==> src/design/sidl_pkg.sv <==
`default_nettype none
package sidl_pkg;

	localparam int unsigned CAPACITY_DEF   = 16;
	localparam int unsigned VALUE_BITS_DEF = 8;
	localparam int unsigned COUNT_BITS     = 5;
	localparam int unsigned STATUS_BITS    = 2;

	typedef enum logic {
		OP_INSERT = 1'b0,
		OP_DELETE = 1'b1
	} sidl_op_t;

	typedef enum logic [STATUS_BITS-1:0] {
		ST_DONE   = 2'd0,
		ST_FULL   = 2'd1,
		ST_ABSENT = 2'd2
	} sidl_status_t;

	// per-cycle command broadcast to every cell
	typedef struct packed {
		logic ins;
		logic del;
	} sidl_cmd_t;

endpackage
`default_nettype wire

==> src/design/sidl_if.sv <==
`default_nettype none
interface sidl_in_if #(
	parameter int unsigned VALUE_BITS = sidl_pkg::VALUE_BITS_DEF
);
	logic                  valid;
	logic                  ready;
	logic                  operation;
	logic [VALUE_BITS-1:0] value;

	modport source (output valid, output operation, output value, input ready);
	modport sink   (input valid, input operation, input value, output ready);
endinterface

interface sidl_out_if #(
	parameter int unsigned VALUE_BITS = sidl_pkg::VALUE_BITS_DEF
);
	logic                             valid;
	logic                             ready;
	logic [sidl_pkg::STATUS_BITS-1:0] status;
	logic [sidl_pkg::COUNT_BITS-1:0]  entry_count;
	logic [VALUE_BITS-1:0]            smallest_value;

	modport source (output valid, output status, output entry_count,
		output smallest_value, input ready);
	modport sink   (input valid, input status, input entry_count,
		input smallest_value, output ready);
endinterface
`default_nettype wire

==> src/design/sorted_insert_delete_list_core.sv <==
// Throughput: one item per cycle while the output is not stalled; a result
// beat is registered for the cycle after its input beat is accepted. Every
// cell compares and shifts at once; the output frees when its beat is taken.
// Reset: arst_n clears every slot's used flag and the output valid, so the
// list starts empty; slot values stay unknown until written.
`default_nettype none
module sorted_insert_delete_list_core #(
	parameter int unsigned CAPACITY   = sidl_pkg::CAPACITY_DEF,
	parameter int unsigned VALUE_BITS = sidl_pkg::VALUE_BITS_DEF
) (
	input  wire logic  clk,
	input  wire logic  arst_n,
	sidl_in_if.sink    in_ch,
	sidl_out_if.source out_ch
);
	import sidl_pkg::*;

	localparam int unsigned CNT_W = $clog2(CAPACITY + 1);

	logic [VALUE_BITS-1:0] cell_val  [CAPACITY];
	logic                  cell_used [CAPACITY];
	logic [CAPACITY-1:0]   cell_keep;
	logic [CAPACITY-1:0]   cell_match;

	logic         accept;
	logic         full;
	logic         found;
	sidl_cmd_t    cmd;
	sidl_status_t status_d;
	sidl_status_t status_q;
	logic         out_valid_q;
	logic [CNT_W-1:0] count_q;

	assign in_ch.ready = !out_valid_q || out_ch.ready;
	assign accept      = in_ch.valid && in_ch.ready;
	assign full        = cell_used[CAPACITY-1];
	assign found       = |cell_match;

	always_comb begin
		cmd      = '0;
		status_d = ST_DONE;
		if (in_ch.operation == OP_INSERT) begin
			if (full) begin
				status_d = ST_FULL;
			end else begin
				cmd.ins = accept;
			end
		end else begin
			if (!found) begin
				status_d = ST_ABSENT;
			end else begin
				cmd.del = accept;
			end
		end
	end

	for (genvar i = 0; i < CAPACITY; i++) begin : g_cell
		logic                  pk;
		logic [VALUE_BITS-1:0] lv;
		logic                  lu;
		logic [VALUE_BITS-1:0] rv;
		logic                  ru;

		if (i == 0) begin : g_head
			assign pk = 1'b1;
			assign lv = in_ch.value;
			assign lu = 1'b0;
		end else begin : g_body
			assign pk = cell_keep[i-1];
			assign lv = cell_val[i-1];
			assign lu = cell_used[i-1];
		end

		if (i == CAPACITY - 1) begin : g_tail
			assign rv = in_ch.value;
			assign ru = 1'b0;
		end else begin : g_mid
			assign rv = cell_val[i+1];
			assign ru = cell_used[i+1];
		end

		sidl_cell #(
			.VALUE_BITS(VALUE_BITS)
		) u_cell (
			.clk        (clk),
			.arst_n     (arst_n),
			.cmd        (cmd),
			.key        (in_ch.value),
			.prev_keep  (pk),
			.left_val   (lv),
			.left_used  (lu),
			.right_val  (rv),
			.right_used (ru),
			.val_q      (cell_val[i]),
			.used_q     (cell_used[i]),
			.keep       (cell_keep[i]),
			.match      (cell_match[i])
		);
	end

	always_ff @(posedge clk or negedge arst_n) begin
		if (!arst_n) begin
			out_valid_q <= 1'b0;
			count_q     <= '0;
			status_q    <= ST_DONE;
		end else begin
			if (accept) begin
				out_valid_q <= 1'b1;
				status_q    <= status_d;
			end else if (out_ch.ready) begin
				out_valid_q <= 1'b0;
			end
			if (cmd.ins) begin
				count_q <= count_q + CNT_W'(1);
			end else if (cmd.del) begin
				count_q <= count_q - CNT_W'(1);
			end
		end
	end

	// cells only change on an accept, which frees the output in the same cycle
	assign out_ch.valid          = out_valid_q;
	assign out_ch.status         = status_q;
	assign out_ch.entry_count    = COUNT_BITS'(count_q);
	assign out_ch.smallest_value = cell_used[0] ? cell_val[0] : '0;

endmodule
`default_nettype wire

==> src/design/sidl_cell.sv <==
`default_nettype none
module sidl_cell #(
	parameter int unsigned VALUE_BITS = sidl_pkg::VALUE_BITS_DEF
) (
	input  wire logic                  clk,
	input  wire logic                  arst_n,
	input  wire sidl_pkg::sidl_cmd_t   cmd,
	input  wire logic [VALUE_BITS-1:0] key,
	input  wire logic                  prev_keep,
	input  wire logic [VALUE_BITS-1:0] left_val,
	input  wire logic                  left_used,
	input  wire logic [VALUE_BITS-1:0] right_val,
	input  wire logic                  right_used,
	output logic [VALUE_BITS-1:0]      val_q,
	output logic                       used_q,
	output logic                       keep,
	output logic                       match
);
	import sidl_pkg::*;

	logic take_key;
	logic take_left;
	logic take_right;

	// a used slot below the key stays where it is; the rest move
	assign keep       = used_q && (val_q < key);
	assign match      = used_q && (val_q == key);
	assign take_key   = cmd.ins && !keep && prev_keep;
	assign take_left  = cmd.ins && !keep && !prev_keep;
	assign take_right = cmd.del && !keep;

	always_ff @(posedge clk or negedge arst_n) begin
		if (!arst_n) begin
			used_q <= 1'b0;
		end else if (take_key) begin
			used_q <= 1'b1;
		end else if (take_left) begin
			used_q <= left_used;
		end else if (take_right) begin
			used_q <= right_used;
		end
	end

	always_ff @(posedge clk) begin
		if (take_key) begin
			val_q <= key;
		end else if (take_left) begin
			val_q <= left_val;
		end else if (take_right) begin
			val_q <= right_val;
		end
	end

endmodule
`default_nettype wire

==> src/flat_wrapper.sv <==
// flat-port wrapper written by rule: the top's interface ports become plain ports
module sorted_insert_delete_list_core_flat import sidl_pkg::*;
#(
	parameter int unsigned CAPACITY   = sidl_pkg::CAPACITY_DEF,
	parameter int unsigned VALUE_BITS = sidl_pkg::VALUE_BITS_DEF
)
  (clk, arst_n, in_ch_valid, in_ch_operation, in_ch_value, in_ch_ready, out_ch_valid, out_ch_status, out_ch_entry_count, out_ch_smallest_value, out_ch_ready);
  sidl_in_if #(.VALUE_BITS(VALUE_BITS)) in_ch_i ();
  sidl_out_if #(.VALUE_BITS(VALUE_BITS)) out_ch_i ();
  input  wire logic clk;
  input  wire logic arst_n;
  input wire logic [$bits(in_ch_i.valid)-1:0] in_ch_valid;
  input wire logic [$bits(in_ch_i.operation)-1:0] in_ch_operation;
  input wire logic [$bits(in_ch_i.value)-1:0] in_ch_value;
  output wire logic [$bits(in_ch_i.ready)-1:0] in_ch_ready;
  output wire logic [$bits(out_ch_i.valid)-1:0] out_ch_valid;
  output wire logic [$bits(out_ch_i.status)-1:0] out_ch_status;
  output wire logic [$bits(out_ch_i.entry_count)-1:0] out_ch_entry_count;
  output wire logic [$bits(out_ch_i.smallest_value)-1:0] out_ch_smallest_value;
  input wire logic [$bits(out_ch_i.ready)-1:0] out_ch_ready;
  assign in_ch_i.valid = in_ch_valid;
  assign in_ch_i.operation = in_ch_operation;
  assign in_ch_i.value = in_ch_value;
  assign in_ch_ready = in_ch_i.ready;
  assign out_ch_valid = out_ch_i.valid;
  assign out_ch_status = out_ch_i.status;
  assign out_ch_entry_count = out_ch_i.entry_count;
  assign out_ch_smallest_value = out_ch_i.smallest_value;
  assign out_ch_i.ready = out_ch_ready;
  sorted_insert_delete_list_core #(.CAPACITY(CAPACITY), .VALUE_BITS(VALUE_BITS)) u_core (.clk(clk), .arst_n(arst_n), .in_ch(in_ch_i), .out_ch(out_ch_i));
endmodule
==> config.mk <==
export PLATFORM = sky130hd
export DESIGN_NAME = sorted_insert_delete_list_core_flat
export DESIGN_NICKNAME = d
export VERILOG_FILES = /design/src/design/sidl_pkg.sv /design/src/design/sidl_if.sv /design/src/design/sorted_insert_delete_list_core.sv /design/src/design/sidl_cell.sv /design/src/flat_wrapper.sv
export SDC_FILE = /design/constraint.sdc
export NUM_CORES = 1
export LEC_CHECK = 0
export BUFFER_PORTS_ARGS = -buffer_cell sky130_fd_sc_hd__buf_2
export CAP_MARGIN = 20
export CORE_MARGIN = 4
export CORE_UTILIZATION = 50
export DETAILED_ROUTE_END_ITERATION = 10
export MAX_ROUTING_LAYER = met4
export PLACE_DENSITY = 0.76
export SETUP_SLACK_MARGIN = 0.2
export SYNTH_ARGS = -nofsm -noshare
export SYNTH_HDL_FRONTEND = slang
export SYNTH_HIERARCHICAL = 1
export SYNTH_SLANG_ARGS = --single-unit
==> constraint.sdc <==
create_clock -name clk -period 8.9 [get_ports clk]
set_input_delay 1.78 -clock clk [delete_from_list [all_inputs] [get_ports clk]]
set_output_delay 1.78 -clock clk [all_outputs]
set_load 0.03 [all_outputs]
==> out/results.txt <==
post-DR wirelength/cell: 20.2 um
post-layout minimum cycle time: 5.20 ns
H-tree levels: 4
required time worst endpoint: 8.99 ns
IO Pins: 30
Power per Cell Area: 207 mW/mm2
port bufs: 29
CP bufs+invs: 3
hpwl dp: 20900 um
Synth Area in XOR/XNOR: 0.357%
setup bufs post-CTS: 0
vias in the first global route: 8823
Seq pwr share: 37.7%
Layout area overhead: 9.30%
share of layout cells above drive strength 1: 32.7%
DRC errors left: 0
worst skew pair latency: 0.43 ns
period utilization: 58.4%
worst hold-check path type: reg -> reg
max-cap violation count: 0
leading cell type in the layout, fill and taps excluded: mux2_2
Die W: 165 um
clk buf depth: 2
flop2flop setup slack: 5.32 ns
CP max stage delay: 0.70 ns
die area: 0.0271 mm2
sw power: 971 uW
router iterations before antenna repair: 5
clock share of power: 26.7%
number of synthesized flops with an enable pin: 128
CTS tree: done
Hold Buf Count CTS: 0
Synth Area in Adders: 13.6%
cell area after synthesis: 0.0123 mm2
Worst-Margin Slew: 0.853 ns
Synth cell types: 33
Synth Register Bits: 152
grt total ovfl: 0
Worst-path clk slew: 0.06 ns
Clock Skew: 0.0104 ns
asr flop ratio synth: 15.8%
Post-synth top flop: edfxtp_1
Layout Nets: 1284
Sw Ratio: 34.9%
total CTS buffers: 17
diode count: 0
Die Y: 165 um
hold path start: u_core/out_ch.entry_count[4]
Tot GR Track Use: 22.9%
Core Box Area: 0.0242 mm2
Final Slew Violations: 0
GPL Wtd Cong: 0.852
Setup Total Neg Slack: 0 ns
pin count of the biggest net entering global routing: 49
clk root buf: clkbuf_16
antenna-violating nets left: 0
CP Max Fanout: 44
worst r2r dst: u_core/g_cell[3].u_cell/val_q[6]
commonest cells after routing, fill and taps aside: mux2_2, inv_1, ha_1
final hold vios: 0
hold depth: 1
largest family of logic cells by synthesized area: multiplexers
Vias: 8864
starting density of the core: 50.6%
fmax: 192 MHz
antenna violations before repair: 0
compound-gate portion of the synthesized area: 11.4%
Critical Path AT: 5.29 ns
Comb power frac: 35.6%
Simple-Gate Fraction of Synth Area: 9.36%
Crit path max-delay family: simple AND/OR/NAND/NOR gates
cell count after synthesis: 1102
Int Pwr: 1810 uW
Leak: 0.00553 uW
final WL: 29800 um
Crit Path Category: in -> reg
Final Worst Setup Slack: 3.70 ns
sequential element share of the synthesized area: 36.2%
first-iteration detailed-routing DRC count: 645
cts repair resizes: 0
global-route wire length before repair: 47500 um
status: finished, final reports clean
worst reg2reg startpoint: u_core/g_cell[6].u_cell/val_q[7]
CP Cell Sequence: buf_2, inv_1, ha_1, nand4_1, nor3_1, nor4_4, and4_4, nor2_4, buf_12, nor2_1, a211o_1, nand2_1
Max-slew headroom: 42.9%
TritonCTS Sinks: 152
slowest cell on the critical path: nor3_1
worst slack, placed: 2.99 ns
Syn. warnings: 6
Non-Filler Instances: 1475
number of vias per cell: 6.01
nature of the critical path endpoint: flip-flop
post-synthesis mux area share: 23.5%
Startpoint Class: input pin
final setup violation count: 0
critical path depth in cells: 12
FP Rows: 57
Hold Crit Endpoint: u_core/out_ch.entry_count[4]
Syn Area/Cell: 11.1 um2
Peak supply drop: 0.159 mV
RSZ-0062 raised after global routing: false
CP Launch Point: in_ch_value[7]
Placed Cells: 1442
R2R depth: 10
through the flow:
stage               instance area (um2)  utilization (%)  total power (uW)  hold slack (ns)
floorplan                         12300                -              1790            0.549
global placement                  12800             52.8              2010            0.454
detailed placement                12800             52.8              2030            0.463
CTS                               13400             55.2              2780            0.479
global route                      13400             55.3              2920            0.506
finish                            13400             55.3              2780            0.479
kinds of logic after synthesis:
family / after synthesis
other: 2
multiplexers: 256
adder cells (fa/ha/maj): 133
AO/OA/AOI/OAI: 168
flip-flops: 152
buffers and inverters: 179
AND/OR/NAND/NOR: 207
XOR/XNOR: 5
power groups by stage:
stage	registers, uW	clock network [uW]	logic (uW)
floorplan	1030	0	763
global placement	1060	0	951
detailed placement	1060	0	975
CTS	1050	751	982
global route	1060	781	1080
finish	1050	744	990
Yosys cell counts (17+ instances only):
cell type | n | area share (%)
o21ai_4 | 17 | 2.3
a21oi_1 | 52 | 2.1
nand2_1 | 36 | 1.1
ha_1 | 132 | 13
dfrtp_1 | 24 | 4.9
nor2b_1 | 17 | 0.87
edfxtp_1 | 128 | 31
nand3_1 | 34 | 1.4
nand4_1 | 33 | 1.7
nor2_1 | 37 | 1.1
inv_1 | 163 | 5.0
o21ai_0 | 18 | 0.73
mux2_2 | 256 | 23
layer usage:
metal,track usage (%),vias up,share of wire (%)
li1,-,4143,-
met1,29.8,4390,45
met2,37.6,281,49
met3,2.67,50,4.1
met4,7.60,0,2.1
met5,-,-,0
sequential cells by signal, indices dropped and copies added (netlist names):
name	flops
u_core/g_cell.u_cell/used_q	16
u_core/out_ch.status	2
u_core/out_ch.valid	1
u_core/g_cell.u_cell/val_q	128
u_core/out_ch.entry_count	5
worst max-delay path by stage:
stage | to | slack, ns
final | u_core/g_cell[3].u_cell/val_q[6] | 3.70
after global placement | u_core/g_cell[0].u_cell/val_q[2] | 3.08
after floorplan | u_core/g_cell[0].u_cell/val_q[0] | 3.72
after CTS | u_core/g_cell[11].u_cell/val_q[6] | 3.41
after global routing | u_core/g_cell[11].u_cell/val_q[6] | 3.64
after detailed placement | u_core/g_cell[14].u_cell/val_q[2] | 2.99
cell type report:
class / instances / area [um2]
clock buffers: 26 / 543
clock inverters: 6 / 60.1
fillers: 1996 / 10800
inverters: 163 / 613
multi-input cells: 772 / 7170
flip-flops and latches: 152 / 4440
well taps: 324 / 405
repair buffers: 32 / 180
No activity file was read; power rests on OpenSTA's default activity.
